$ cat src/rtl/ute_pkg.sv
`default_nettype none
package ute_pkg;

  localparam int unsigned CpW = 21;
  localparam int unsigned CharW = 7;

  localparam logic [CharW-1:0] CharBslash = 7'h5C;
  localparam logic [CharW-1:0] CharU      = 7'h75;

  localparam logic [2:0] Lead2Pat = 3'b110;
  localparam logic [3:0] Lead3Pat = 4'b1110;
  localparam logic [4:0] Lead4Pat = 5'b11110;

  typedef struct packed {
    logic           esc;
    logic [CpW-1:0] value;
  } cmd_t;

  typedef struct packed {
    logic full;
    logic empty;
  } fifo_stat_t;

  function automatic logic [CharW-1:0] hex_char(input logic [3:0] nib);
    logic [CharW-1:0] c;
    if (nib < 4'd10) begin
      c = 7'h30 + {3'b000, nib};
    end else begin
      c = 7'h37 + {3'b000, nib};
    end
    return c;
  endfunction

endpackage
`default_nettype wire

$ cat src/rtl/ute_front.sv
`default_nettype none
module ute_front (
  input  wire logic          clk_i,
  input  wire logic          rst_ni,
  input  wire logic          accept_i,
  input  wire logic [7:0]    in_byte_i,
  output ute_pkg::cmd_t      cmd_o,
  output logic               cmd_push_o
);

  logic [ute_pkg::CpW-1:0] cp_q, cp_d;
  logic [1:0]              left_q, left_d;
  logic [ute_pkg::CpW-1:0] cp_shift;

  assign cp_shift = {cp_q[ute_pkg::CpW-7:0], in_byte_i[5:0]};

  always_comb begin
    cp_d       = cp_q;
    left_d     = left_q;
    cmd_push_o = 1'b0;
    cmd_o.esc  = 1'b1;
    cmd_o.value = '0;
    if (accept_i) begin
      priority if (left_q != 2'd0) begin
        cp_d   = cp_shift;
        left_d = left_q - 2'd1;
        if (left_q == 2'd1) begin
          cmd_push_o  = 1'b1;
          cmd_o.value = cp_shift;
        end
      end else if (!in_byte_i[7]) begin
        cmd_push_o  = 1'b1;
        cmd_o.esc   = 1'b0;
        cmd_o.value = {{(ute_pkg::CpW-7){1'b0}}, in_byte_i[6:0]};
      end else if (in_byte_i[7:5] == ute_pkg::Lead2Pat) begin
        cp_d   = {{(ute_pkg::CpW-5){1'b0}}, in_byte_i[4:0]};
        left_d = 2'd1;
      end else if (in_byte_i[7:4] == ute_pkg::Lead3Pat) begin
        cp_d   = {{(ute_pkg::CpW-4){1'b0}}, in_byte_i[3:0]};
        left_d = 2'd2;
      end else if (in_byte_i[7:3] == ute_pkg::Lead4Pat) begin
        cp_d   = {{(ute_pkg::CpW-3){1'b0}}, in_byte_i[2:0]};
        left_d = 2'd3;
      end else begin
        cmd_push_o = 1'b1;
      end
    end
  end

  always_ff @(posedge clk_i or negedge rst_ni) begin
    if (!rst_ni) begin
      cp_q   <= '0;
      left_q <= 2'd0;
    end else begin
      cp_q   <= cp_d;
      left_q <= left_d;
    end
  end

endmodule
`default_nettype wire

$ cat src/rtl/ute_cmd_fifo.sv
`default_nettype none
module ute_cmd_fifo (
  input  wire logic          clk_i,
  input  wire logic          rst_ni,
  input  wire logic          push_i,
  input  wire ute_pkg::cmd_t wdata_i,
  input  wire logic          pop_i,
  output ute_pkg::cmd_t      rdata_o,
  output ute_pkg::fifo_stat_t stat_o
);

  ute_pkg::cmd_t mem_q [2];
  logic          wr_ptr_q, rd_ptr_q;
  logic [1:0]    cnt_q;
  logic          do_push, do_pop;

  assign stat_o.full  = (cnt_q == 2'd2);
  assign stat_o.empty = (cnt_q == 2'd0);
  assign do_push = push_i && !stat_o.full;
  assign do_pop  = pop_i && !stat_o.empty;
  assign rdata_o = mem_q[rd_ptr_q];

  always_ff @(posedge clk_i) begin
    if (do_push) begin
      mem_q[wr_ptr_q] <= wdata_i;
    end
  end

  always_ff @(posedge clk_i or negedge rst_ni) begin
    if (!rst_ni) begin
      wr_ptr_q <= 1'b0;
      rd_ptr_q <= 1'b0;
      cnt_q    <= 2'd0;
    end else begin
      if (do_push) begin
        wr_ptr_q <= !wr_ptr_q;
      end
      if (do_pop) begin
        rd_ptr_q <= !rd_ptr_q;
      end
      cnt_q <= cnt_q + {1'b0, do_push} - {1'b0, do_pop};
    end
  end

endmodule
`default_nettype wire

$ cat src/rtl/ute_back.sv
`default_nettype none
module ute_back (
  input  wire logic           clk_i,
  input  wire logic           rst_ni,
  input  wire ute_pkg::cmd_t  cmd_i,
  input  wire logic           cmd_empty_i,
  output logic                cmd_pop_o,
  input  wire logic           pop_i,
  output logic                empty_o,
  output logic [6:0]          out_char_o,
  output logic                run_last_o
);

  ute_pkg::cmd_t cur_q;
  logic          cur_valid_q, cur_valid_d;
  logic [2:0]    idx_q, idx_d;
  logic          out_valid_q, out_valid_d;
  logic [6:0]    char_q;
  logic          last_q;

  logic          out_free, advance, last_char, load;
  logic [2:0]    ndig, nchar, pos;
  logic [23:0]   padded;
  logic [3:0]    nib;
  logic [6:0]    chr;

  always_comb begin
    if (cur_q.value[20:16] == 5'd0) begin
      ndig = 3'd4;
    end else if (!cur_q.value[20]) begin
      ndig = 3'd5;
    end else begin
      ndig = 3'd6;
    end
  end

  assign nchar     = cur_q.esc ? ndig + 3'd2 : 3'd1;
  assign last_char = (idx_q == nchar - 3'd1);
  assign pos       = ndig + 3'd1 - idx_q;
  assign padded    = {3'b000, cur_q.value};

  always_comb begin
    case (pos)
      3'd0:    nib = padded[3:0];
      3'd1:    nib = padded[7:4];
      3'd2:    nib = padded[11:8];
      3'd3:    nib = padded[15:12];
      3'd4:    nib = padded[19:16];
      3'd5:    nib = padded[23:20];
      default: nib = 4'd0;
    endcase
  end

  always_comb begin
    priority if (!cur_q.esc) begin
      chr = cur_q.value[6:0];
    end else if (idx_q == 3'd0) begin
      chr = ute_pkg::CharBslash;
    end else if (idx_q == 3'd1) begin
      chr = ute_pkg::CharU;
    end else begin
      chr = ute_pkg::hex_char(nib);
    end
  end

  assign out_free  = !out_valid_q || pop_i;
  assign advance   = cur_valid_q && out_free;
  assign load      = !cmd_empty_i && (!cur_valid_q || (advance && last_char));
  assign cmd_pop_o = load;

  always_comb begin
    cur_valid_d = cur_valid_q;
    idx_d       = idx_q;
    if (load) begin
      cur_valid_d = 1'b1;
      idx_d       = 3'd0;
    end else if (advance) begin
      if (last_char) begin
        cur_valid_d = 1'b0;
      end
      idx_d = idx_q + 3'd1;
    end
    out_valid_d = advance ? 1'b1 : (out_valid_q && !pop_i);
  end

  always_ff @(posedge clk_i) begin
    if (load) begin
      cur_q <= cmd_i;
    end
    if (advance) begin
      char_q <= chr;
      last_q <= last_char;
    end
  end

  always_ff @(posedge clk_i or negedge rst_ni) begin
    if (!rst_ni) begin
      cur_valid_q <= 1'b0;
      idx_q       <= 3'd0;
      out_valid_q <= 1'b0;
    end else begin
      cur_valid_q <= cur_valid_d;
      idx_q       <= idx_d;
      out_valid_q <= out_valid_d;
    end
  end

  assign empty_o    = !out_valid_q;
  assign out_char_o = char_q;
  assign run_last_o = last_q;

endmodule
`default_nettype wire

$ cat src/rtl/utf8_to_unicode_escape.sv
`default_nettype none
// UTF-8 bytes go in through push/full and ASCII characters come out through
// empty/pop, one character per transfer; run_last_o marks the final character
// caused by an input byte. The front end decodes one byte per cycle and hands
// finished characters to a two-entry command queue; the back end writes one
// output character per cycle into a single output register while that is
// free or being popped, so ASCII text flows at one byte per cycle. A byte that
// completes a sequence or is a bad lead byte yields an escape (backslash, 'u',
// four to six uppercase hex digits), and input backs up once the queue fills.
// Continuation and lead bytes that finish nothing give no output.
module utf8_to_unicode_escape (
  input  wire logic       clk_i,
  input  wire logic       rst_ni,
  input  wire logic       push,
  output logic            full,
  input  wire logic [7:0] in_byte_i,
  output logic            empty,
  input  wire logic       pop,
  output logic [6:0]      out_char_o,
  output logic            run_last_o
);

  ute_pkg::cmd_t       cmd_w, cmd_r;
  ute_pkg::fifo_stat_t cmd_stat;
  logic                cmd_push, cmd_pop, accept;

  assign full   = cmd_stat.full;
  assign accept = push && !full;

  ute_front u_front (
    .clk_i      (clk_i),
    .rst_ni     (rst_ni),
    .accept_i   (accept),
    .in_byte_i  (in_byte_i),
    .cmd_o      (cmd_w),
    .cmd_push_o (cmd_push)
  );

  ute_cmd_fifo u_fifo (
    .clk_i   (clk_i),
    .rst_ni  (rst_ni),
    .push_i  (cmd_push),
    .wdata_i (cmd_w),
    .pop_i   (cmd_pop),
    .rdata_o (cmd_r),
    .stat_o  (cmd_stat)
  );

  ute_back u_back (
    .clk_i       (clk_i),
    .rst_ni      (rst_ni),
    .cmd_i       (cmd_r),
    .cmd_empty_i (cmd_stat.empty),
    .cmd_pop_o   (cmd_pop),
    .pop_i       (pop),
    .empty_o     (empty),
    .out_char_o  (out_char_o),
    .run_last_o  (run_last_o)
  );

  a_push_not_full: assert property (@(posedge clk_i) disable iff (!rst_ni)
    cmd_push |-> !cmd_stat.full)
    else $error("command written into full queue");

  a_pop_not_empty: assert property (@(posedge clk_i) disable iff (!rst_ni)
    cmd_pop |-> !cmd_stat.empty)
    else $error("command read from empty queue");

  a_escape_chars: assert property (@(posedge clk_i) disable iff (!rst_ni)
    (!empty && !run_last_o) |->
      ((out_char_o == ute_pkg::CharBslash) || (out_char_o == ute_pkg::CharU) ||
       ((out_char_o >= 7'h30) && (out_char_o <= 7'h39)) ||
       ((out_char_o >= 7'h41) && (out_char_o <= 7'h46))))
    else $error("unexpected character inside escape");

endmodule
`default_nettype wire

$ cat config.mk
export PLATFORM = sky130hd
export DESIGN_NAME = utf8_to_unicode_escape
export DESIGN_NICKNAME = d
export VERILOG_FILES = /design/src/rtl/ute_pkg.sv /design/src/rtl/ute_front.sv /design/src/rtl/ute_cmd_fifo.sv /design/src/rtl/ute_back.sv /design/src/rtl/utf8_to_unicode_escape.sv
export SDC_FILE = /design/constraint.sdc
export NUM_CORES = 1
export LEC_CHECK = 0
export BUFFER_PORTS_ARGS = -buffer_cell sky130_fd_sc_hd__buf_2
export CORE_ASPECT_RATIO = 0.8
export CORE_MARGIN = 3
export CORE_UTILIZATION = 61
export CTS_CLUSTER_SIZE = 30
export DETAILED_ROUTE_END_ITERATION = 8
export PLACE_DENSITY = 0.9
export SYNTH_ARGS = -nofsm -noshare
export SYNTH_HDL_FRONTEND = slang
export SYNTH_SLANG_ARGS = --single-unit
$ cat constraint.sdc
create_clock -name clk_i -period 4.6 [get_ports clk_i]
set_clock_uncertainty 0.1 [all_clocks]
set_input_delay 0.46 -clock clk_i [delete_from_list [all_inputs] [get_ports clk_i]]
set_output_delay 0.46 -clock clk_i [all_outputs]
set_load 0.05 [all_outputs]
; ---- After elaboration in Yosys (flattened, before gate mapping)
; Memories as Yosys holds them, arrays and structs flattened. A register that Yosys moved wholly into a read port is not among the register bits.
; Cells that the tools add are included.
[totals]
mem_bits_rw = 44
register_bits = 34
mem_count = 1
[op_classes]
mux = 38
n_eq_ne = 12
order_cmp = 1
n_reduce_logical = 27
addsub = 10
[mem_list]
columns = name, depth, width, rd, rd_ports_with_merged_regs, write_ports, line
row1 = u_fifo.mem_q, 2, 22, 1, 1, 1, ute_cmd_fifo.sv:12  ; ute_pkg::cmd_t mem_q [2];
[op_table]
columns = op, n
row1 = two-way mux 15 bit, 5
row2 = two-way mux 22 bit, 2
row3 = two-way mux 21 bit, 2
row4 = two-way mux 7 bit, 4
row5 = one-hot mux 4 bit (6 select lines), 1
row6 = "adder 6 x 4 -> 7 bit, first input constant", 2
row7 = two-way mux 1 bit, 14
row8 = two-way mux 2 bit, 7
row9 = "equality test 3 bit, second input constant", 3
row10 = two-way mux 3 bit, 3
row11 = nonzero test 2 bit, 4
row12 = logical AND 1 bit, 7
row13 = logical NOT 1 bit, 7
row14 = "adder 3 x 1 -> 3 bit, second input constant", 2
row15 = "equality test 3 x 1 -> 1 bit, second input constant", 2
row16 = "equality test 3 x 2 -> 1 bit, second input constant", 2
row17 = logical NOT 3 bit, 2
row18 = "equality test 5 bit, second input constant", 1
row19 = logical NOT 5 bit, 1
row20 = "equality test 4 bit, second input constant", 1
row21 = "less-than comparator 4 bit, second input constant", 1
row22 = nonzero test 4 bit, 1
row23 = "adder 3 x 2 -> 3 bit, second input constant", 1
row24 = equality test 3 bit, 1
row25 = 11 further kinds, 12

; ---- Depth between registers and ports, before layout
; Gate-level depths: netlist of run 1.
[depth]
ltp_word = 11
depth_mapped = 11
ltp_nobuf = 11

; ---- By module
; Synthesis of run 1 repeated with hierarchy kept, for this count alone.
[hier_totals]
cells_unflattened = 324
hier_area_um2 = 4550.6
[by_module_without_submodules]
columns = module, n_inst, cells_per_inst, seq_area_each_um2, area_per_inst_um2
row1 = ute_back, 1, 151, 1026.0, 1811.7
row2 = ute_cmd_fifo, 1, 86, 1421.4, 1791.7
row3 = ute_front, 1, 86, 425.4, 933.4
row4 = utf8_to_unicode_escape, 1, 1, 0.0, 13.8

; ---- Worst setup path after synthesis of run 1
; No wires, ideal clock.
[synth_timing]
path_type = register to register
from = register, netlist name u_back.cur_q[19]
to = register u_fifo.cnt_q[1]
synth_period_minus_slack_ps = 3285
path_slack_ps = 1315
setup_ps = 80
path_buffers = 0
t_arrival_ps = 3105
stages_incl_launch_ff = 12
path_cell_list = edfxtp_1 > nor4_1 > o21ai_1 > ha_1 > xnor2_1 > nand4_1 > a21oi_2 > ha_1 > inv_1 > ha_1 > xnor2_1 > xnor2_1
[synth_via]
elab_chain_len = 11
[synth_rtl]
columns = item, line
row1 = logical NOT 5 bit, ute_back.sv:28  ; if (cur_q.value[20:16] == 5'd0) begin
row2 = two-way mux 2 bit, ute_back.sv:28
row3 = adder 3 x 2 -> 3 bit, ute_back.sv:37  ; assign nchar = cur_q.esc ? ndig + 3'd2 : 3'd1;
row4 = two-way mux 3 bit, ute_back.sv:37
row5 = subtractor 3 x 1 -> 3 bit, ute_back.sv:38  ; assign last_char = (idx_q == nchar - 3'd1);
row6 = equality test 3 bit, ute_back.sv:38
row7 = logical AND 1 bit, ute_back.sv:68  ; assign load = !cmd_empty_i && (!cur_valid_q || (advance && last_char));
row8 = logical OR 1 bit, ute_back.sv:68
row9 = logical AND 1 bit, ute_back.sv:68
row10 = named net cmd_pop, utf8_to_unicode_escape.sv:25  ; logic cmd_push, cmd_pop, accept;
row11 = logical AND 1 bit, ute_cmd_fifo.sv:20  ; assign do_pop = pop_i && !stat_o.empty;
row12 = subtractor 2 x 1 -> 2 bit, ute_cmd_fifo.sv:41  ; cnt_q <= cnt_q + {1'b0, do_push} - {1'b0, do_pop};
row13 = "end signal, assigned", ute_cmd_fifo.sv:41
row14 = "end, declared", ute_cmd_fifo.sv:14  ; logic [1:0] cnt_q;
; The timed path passes the listed nets, and every way through them passes these cells.
; A chain may end at the register's enable or synchronous reset.

; ---- Worst setup path in the final report of run 1
[layout_timing]
from = register, netlist name u_back.cur_q[19]
to = register u_back.char_q[2] (netlist: u_back.out_char_o[2]), data pin
[layout_via]
elab_chain_len = 11
word_cells_on_any_way = 18
cone_classes = add/sub: 4 / order compare: 1 / eq/ne: 5 / mux: 6 / reduce/logical: 2
[layout_rtl]
columns = item, line
row1 = logical NOT 5 bit, ute_back.sv:28
row2 = two-way mux 2 bit, ute_back.sv:28
row3 = adder 3 x 1 -> 3 bit, ute_back.sv:39  ; assign pos = ndig + 3'd1 - idx_q;
row4 = subtractor 3 bit, ute_back.sv:39
row5 = "equality test 3 bit, or another cell as far along", ute_back.sv:43  ; case (pos)
row6 = one-hot mux 4 bit (6 select lines) (*), ute_back.sv:43
row7 = "adder 6 x 4 -> 7 bit, or another cell as far along", ute_pkg.sv:29  ; c = 7'h37 + {3'b000, nib};
row8 = two-way mux 7 bit (*), ute_pkg.sv:26  ; if (nib < 4'd10) begin
row9 = two-way mux 7 bit (*), ute_back.sv:59  ; end else if (idx_q == 3'd1) begin
row10 = two-way mux 7 bit (*), ute_back.sv:57  ; end else if (idx_q == 3'd0) begin
row11 = two-way mux 7 bit (*), ute_back.sv:55  ; priority if (!cur_q.esc) begin
row12 = named net u_back.chr[2], ute_back.sv:25  ; logic [6:0] chr;
row13 = "end signal, assigned", ute_back.sv:91  ; char_q <= chr;
row14 = "end, declared", ute_back.sv:18  ; logic [6:0] char_q;
; The timed path passes the listed nets; every way through them passes the cells marked *.

==> results of run 1 <==
[stage by stage]
step	utilization [%]	instances	setup slack, ns	instance area [µm²]	power [mW]
floorplan	-	324	1.32	4430	2.72
global route	69.5	438	1.03	4840	3.86
CTS	69.5	438	1.30	4840	3.66
detailed placement	66.1	421	1.31	4600	3.04
finish	69.5	438	1.28	4840	3.64
global placement	66.1	421	1.47	4600	2.95
[area by class of cell]
| class | instances | share of cell area, % |
|---|---|---|
| clock buffers | 10 | 2.64 |
| clock inverters | 6 | 1.99 |
| multi-input cells | 199 | 30.2 |
| inverters | 13 | 1.01 |
| well taps | 87 | 2.25 |
| flip-flops and latches | 100 | 59.4 |
| repair buffers | 23 | 2.54 |
[final timing paths]
kind | cells past startpoint | startpoint | endpoint | slack, ns
max | 9 | u_back.cur_q[19]$_DFFE_PP_ | u_back.out_char_o[2]$_DFFE_PP_ | 1.28
min | 3 | in_byte_i[2] | u_front.cp_q[2]$_DFFE_PN0P_ | 0.21
max reg2reg | 9 | u_back.cur_q[19]$_DFFE_PP_ | u_back.out_char_o[2]$_DFFE_PP_ | 1.28
min reg2reg | 2 | u_front.cp_q[9]$_DFFE_PN0P_ | u_front.cp_q[9]$_DFFE_PN0P_ | 0.37
max in group asynchronous | 2 | rst_ni | u_fifo.cnt_q[0]$_DFF_PN0_ | 3.49
min in group asynchronous | 2 | rst_ni | u_front.cp_q[12]$_DFFE_PN0P_ | 0.53
[report_power, final]
| group | total, mW | internal, mW | switching [mW] |
|---|---|---|---|
| logic | 1.50 | 0.611 | 0.892 |
| registers | 1.52 | 1.33 | 0.187 |
| clock network | 0.615 | 0.314 | 0.301 |
[state kept, by name, indices dropped and copies added, names as in the netlist]
register / count
u_back.out_char_o: 7
u_back.cur_q: 22
u_front.cp_q: 15
u_fifo.rd_ptr_q: 1
u_back.out_valid_q: 1
u_back.cur_valid_q: 1
u_front.left_q: 2
u_back.run_last_o: 1
u_fifo.mem_q: 44
u_fifo.cnt_q: 2
u_fifo.wr_ptr_q: 1
u_back.idx_q: 3
[cells by family after synthesis]
family	share of synthesized area, %
and+or+nand+nor	13.1
DFF	64.8
AOI/OAI and AO/OA	5.84
muxes	8.33
buffers and inverters	2.31
xor gates and xnor gates	2.74
adders and majority gates	2.82
[what timing repair did]
| action | 4_1_cts | 5_1_grt |
|---|---|---|
| hold buffers | 1 | 0 |
| resized for setup | 0 | 0 |
| hold endpoints to repair | 26 | 0 |
[synth_stat cells (all sizes together) (2+ instances only)]
| master | n |
|---|---|
| inv | 13 |
| ha | 10 |
| mux2 | 25 |
| o21ai | 11 |
| xnor2 | 7 |
| nand2 | 43 |
| or2 | 2 |
| a31oi | 2 |
| mux2i | 3 |
| nor2 | 10 |
| a21o | 4 |
| xor2 | 4 |
| and2 | 22 |
| nor3 | 3 |
| o22a | 3 |
| nand3 | 14 |
| buf | 3 |
| a21oi | 4 |
| clkbuf | 9 |
| nand2b | 5 |
| mux4 | 2 |
| dfrtp | 26 |
| edfxtp | 74 |
| nor2b | 4 |
| a221oi | 2 |
| nor3b | 3 |
[metal layers]
layer / track usage, % / wire, µm
met1: 25.1 / 3320
met2: 32.6 / 3650
met3: 3.86 / 303
met4: 7.70 / 158
met5: 0 / 0
[cells in the final DEF (no fill, tap or decap), drive strengths merged, types with 2 or more instances in the layout]
cell type,n
a21o,4
a21oi,4
a221oi,2
a31oi,2
and2,22
buf,22
bufinv,2
clkbuf,10
clkinv,2
dfrtp,26
edfxtp,74
ha,10
inv,15
mux2,25
mux2i,3
mux4,2
nand2,43
nand2b,5
nand3,14
nor2,10
nor2b,4
nor3,3
nor3b,3
o21ai,11
o22a,3
or2,2
xnor2,7
xor2,4
[worst min-delay path, cell delays in order]
cell and delay [ns]:
buf_2 0.09, nand2_1 0.04, nand2_1 0.04
==> results.ini, run 1 <==
[yosys]
syn_nets=346
syn_area_mm2=0.00443
synth_area_per_cell_um2=13.7
synth_async_sr_flop_share_pct=26.0
synthFlopType=edfxtp_1
yosysWarningCount=0
synthCells=324
synth_edf_count=74
synth_top_area_cell=edfxtp_1
ys_seq_area_share_pct=64.8
synth.distinct_cells=48
yosys_register_bits=100
yosysTopAreaCellShare_pct=50.1
ys_top_cells_by_area=edfxtp_1, dfrtp_1, mux2_2

[status]
outcome=complete, no violations

[grt]
antenna_found_initial=0
grt_pass1_vias=2482
grt_pass1_wl_um=12200
grt_max_degree=27
grt_use_total_pct=19.4
grt_overflow=0

[drt]
num_vias=2515
routedWlPerCell_um=17.0
drt-initial-drc-count=108
antenna_left=0
vias_per_cell=5.74
wl_um=7430
remaining_drc_errors=0
firstDrtPassIters=5

[layout]
nets=368
num_antenna_cells=0
areaGrowthSynthToFinish_pct=9.12
fillerInstances=469
multi_input_area_mm2=0.00146
regArea_mm2=0.00287
layout-drive-gt1-share_pct=21.1

[placed_design]
io_buffers=21
gp_congestion=0.923
place_hpwl_um=5240

[timing]
slew_headroom_pct=19.0
rsz0062_at_grt=false
worstMarginPinSlew_ns=1.21
finalCritPeriodShare_pct=72.1
fmax_mhz=301
setup_viol=0
min_period_ns=3.32
holdWs_ns=0.208
report.final.slew_viol_count=0
final_hold_viol_count=0
fin_tns_setup_ns=0

[clock_tree]
h-tree-depth=3
clock_latency_ns=0.36
cts_root_buffer=clkbuf_8
postCtsSetupBuffers=0
clkTransAtPathRegs_ns=0.09
clockBufferDepth=2
numCtsBuffers=9
clock_sinks=100
cts_tree=yes

[critical_path]
cpPeakStageDelay_ns=0.60
worstPathMaxFanout=13
arrival_ns=3.34
crit_path_start_kind=flip-flop
endpoint_kind=flip-flop
crit_top_cell=ha_1
cp_top_family=multiplexers
worstPathRequired_ns=4.62
path_cells=nor4_1, nor2_1, ha_1, mux4_2, mux2i_4, ha_1, nand3_1, a21o_1, o22a_1
path_buf_inv=0
crit_slowest_cell=mux4_2
worstSetupPathType=flip-flop to flip-flop

[floorplanning]
die_area_mm2=0.00833
design.core.area_mm2=0.00696
io_pins=22
placement_rows=27
die_width_um=101
die_h_um=82.2
start_util_pct=63.7

[hold_path]
hp-class=primary input to flip-flop

[power_and_ir_drop]
power_density_mw_per_mm2=753
p_leak_nw=1.91
vdd_drop_max_mv=0.385

[flow_run]
cap_violations=0

No activity file was read; power rests on OpenSTA's default activity.
==> run 2: changes to the inputs <==
--- a/config.mk
+++ b/config.mk
@@ -5,6 +5,7 @@
 export SDC_FILE = /design/constraint.sdc
 export NUM_CORES = 1
 export LEC_CHECK = 0
+export ABC_AREA = 1
 export BUFFER_PORTS_ARGS = -buffer_cell sky130_fd_sc_hd__buf_2
 export CORE_ASPECT_RATIO = 0.8
 export CORE_MARGIN = 3
==> constraint.sdc (replaced) <==
create_clock -name clk_i -period 3.27 [get_ports clk_i]
set_clock_uncertainty 0.1 [all_clocks]
set_input_delay 0.327 -clock clk_i [delete_from_list [all_inputs] [get_ports clk_i]]
set_output_delay 0.327 -clock clk_i [all_outputs]
set_load 0.05 [all_outputs]
==> run 2 against run 1 <==
Against the previous run:
- largest cell class unchanged
- cell count grew 27%
- global-route usage grew 1.9 points
- critical path depth is 12 higher
- wire length is 11% higher
- critical path type unchanged
- worst setup slack got worse by 0.88 ns
- sequential share of layout area decreased by 1.1 points
- highest routed layer unchanged
- non-clock buffer count rose by 4
==> results.ini, run 2 <==
[status]
outcome=complete, no violations

[clock_tree]
post_cts_resized=0
cts_root_buffer=clkbuf_8
cts_tree=yes
h-tree-depth=3
postCtsSetupBuffers=0
clkTransAtPathRegs_ns=0.09
clockBufferDepth=2
hold_buffers=1
clock_sinks=100
clock_latency_ns=0.36
numCtsBuffers=9

[drt]
routedWlPerCell_um=14.8
vias_per_cell=5.41
firstDrtPassIters=4
drt-initial-drc-count=179
antenna_left=0
remaining_drc_errors=0
wl_um=8250
num_vias=3011

[placed_design]
gp_congestion=0.966
preCtsSetupSlack_ns=0.427
io_buffers=21
place_hpwl_um=6010

[grt]
antenna_found_initial=0
grt_use_total_pct=21.3
grt_overflow=0
grt_pass1_vias=2994
grt_pass1_wl_um=14100
grt_max_degree=27

[yosys]
ys_seq_area_share_pct=63.6
synth.distinct_cells=30
syn_nets=460
syn_area_mm2=0.00452
synth_most_common_cell=nand2_1
yosys_register_bits=100
synthCells=438
synth_area_per_cell_um2=10.3
synth_async_sr_flop_share_pct=26.0
synthTopCellsByCount=nand2_1, edfxtp_1, inv_1
ys_top_cells_by_area=edfxtp_1, dfrtp_1, nand2_1
yosysTopAreaCellShare_pct=49.2
synth_edf_count=74
synthFlopType=edfxtp_1
yosysWarningCount=0
synth_top_area_cell=edfxtp_1

[power_and_ir_drop]
p_leak_nw=2.17
vdd_drop_max_mv=0.468
power_density_mw_per_mm2=1120

[timing]
worstMarginPinSlew_ns=0.678
min_period_ns=2.87
final_hold_viol_count=0
finalCritPeriodShare_pct=87.8
finalWorstSetupSlack_ns=0.398
fmax_mhz=348
fin_tns_setup_ns=0
slew_headroom_pct=54.7
setup_viol=0
report.final.slew_viol_count=0
rsz0062_at_grt=false

[floorplanning]
design.core.area_mm2=0.00703
io_pins=22
die_area_mm2=0.00848
start_util_pct=64.3
die_h_um=83.0
die_width_um=102
placement_rows=27

[critical_path]
crit_start=u_back.cur_q[19]$_DFFE_PP_
arrival_ns=2.88
path_buf_inv=5
endpoint_kind=flip-flop
crit_path_start_kind=flip-flop
worstSetupPathType=flip-flop to flip-flop
r2r_end=u_back.out_char_o[6]$_DFFE_PP_
worstReg2RegStart=u_back.cur_q[19]$_DFFE_PP_
worstPathRequired_ns=3.27
cpPeakStageDelay_ns=0.39
cp_top_family=simple AND/OR/NAND/NOR gates
crit_slowest_cell=edfxtp_1
cp.depth=21
crit_top_cell=inv_1
worstPathMaxFanout=11
endpoint=u_back.out_char_o[6]$_DFFE_PP_
path_cells=nor2_1, nand2_1, nand2_1, inv_1, ha_1, ha_1, inv_1, nand2_2, nand2_2, nand2_2, nand2_4, inv_4, nand3_1, nand3_1, nor2_1, ha_1, inv_1, nor2_2, nor2_2, inv_1, a21oi_2
r2r_cells=21
r2r_slack_ns=0.40

[layout]
largest_reg_flops=44
num_antenna_cells=0
areaGrowthSynthToFinish_pct=9.03
top_regs=u_fifo.mem_q: 44 flops, u_back.cur_q: 22 flops, u_front.cp_q: 15 flops
top_register=u_fifo.mem_q
fillerInstances=512
nets=487
mostFrequentLayoutCell=nand2_1
layout-drive-gt1-share_pct=14.5
layout_common_cells=nand2_1, edfxtp_1, inv_1, nand3_1, nor2_1

[flow_run]
cap_violations=0

[hold_path]
hp-class=primary input to flip-flop

==> run 2: cell types whose count changed in the layout (fill, tap and decap cells not counted), sizes merged, moves of 8 or more <==
cell,delta
nand2,+75
inv,+44
nor2,+28
mux2,-25
nand3,+25
and2,-22
nor3,+15
o21ai,+8
==> run 2: cells by family after synthesis <==
logic type	after synthesis	synth area share [%]
flip-flops	100	63.6
XOR/XNOR	5	0.970
AO/OA/AOI/OAI	32	3.99
buffers and inverters	70	6.12
adder cells (fa/ha/maj)	10	2.77
AND/OR/NAND/NOR	221	22.5
==> run 2: worst min-delay path by stage <==
stage          cells after the start  startpoint                             end
2_1_floorplan                      0      rst_ni  u_back.cur_valid_q$_DFFE_PN0P_
3_3_place_gp                       1      rst_ni     u_back.idx_q[0]$_DFFE_PN0P_
3_5_place_dp                       1      rst_ni     u_back.idx_q[1]$_DFFE_PN0P_
4_1_cts                            3         pop    u_back.out_valid_q$_DFF_PN0_
5_1_grt                            3         pop    u_back.out_valid_q$_DFF_PN0_
6_report                           3         pop    u_back.out_valid_q$_DFF_PN0_
==> run 2: power by group <==
part | internal (mW) | switching, mW
registers | 1.97 | 0.227
clock network | 0.364 | 0.399
logic | 0.764 | 1.78
==> run 2: final cells by class <==
cell class | count | area (µm²) | area share (%)
Clock inverter | 3 | 18.8 | 0.381
Multi-Input combinational cell | 268 | 1370 | 27.8
Inverter | 59 | 224 | 4.55
Timing Repair Buffer | 27 | 153 | 3.10
Sequential cell | 100 | 2870 | 58.3
Tap cell | 87 | 109 | 2.21
Clock buffer | 13 | 180 | 3.66
==> run 2: worst register-to-register path, stage by stage (launching register included) <==
cell,delay [ns]
edfxtp_1,0.39
nor2_1,0.13
nand2_1,0.08
nand2_1,0.08
inv_1,0.05
ha_1,0.17
ha_1,0.20
inv_1,0.07
nand2_2,0.07
nand2_2,0.08
nand2_2,0.09
nand2_4,0.12
inv_4,0.07
nand3_1,0.08
nand3_1,0.07
nor2_1,0.19
ha_1,0.23
inv_1,0.06
nor2_2,0.11
nor2_2,0.05
inv_1,0.06
a21oi_2,0.05
==> run 2: layer usage <==
metal / track usage [%] / vias to the layer above / wire, µm
met2: 35.0 / 86 / 4080
met4: 5.84 / 0 / 130
met1: 28.7 / 1409 / 3660
met5: 0 / - / 0
met3: 4.62 / 15 / 373
li1: - / 1501 / -
==> run 2: through the flow <==
step | cell area, µm² | hold slack (ns) | util [%] | power (mW) | cells
global placement | 4720 | 0.257 | 67.1 | 4.61 | 540
global route | 4920 | 0.133 | 70.1 | 5.97 | 557
finish | 4920 | 0.125 | 70.1 | 5.50 | 557
floorplan | 4520 | -0.0686 | - | 4.22 | 438
detailed placement | 4720 | 0.271 | 67.1 | 4.75 | 540
CTS | 4920 | 0.102 | 70.1 | 5.52 | 557
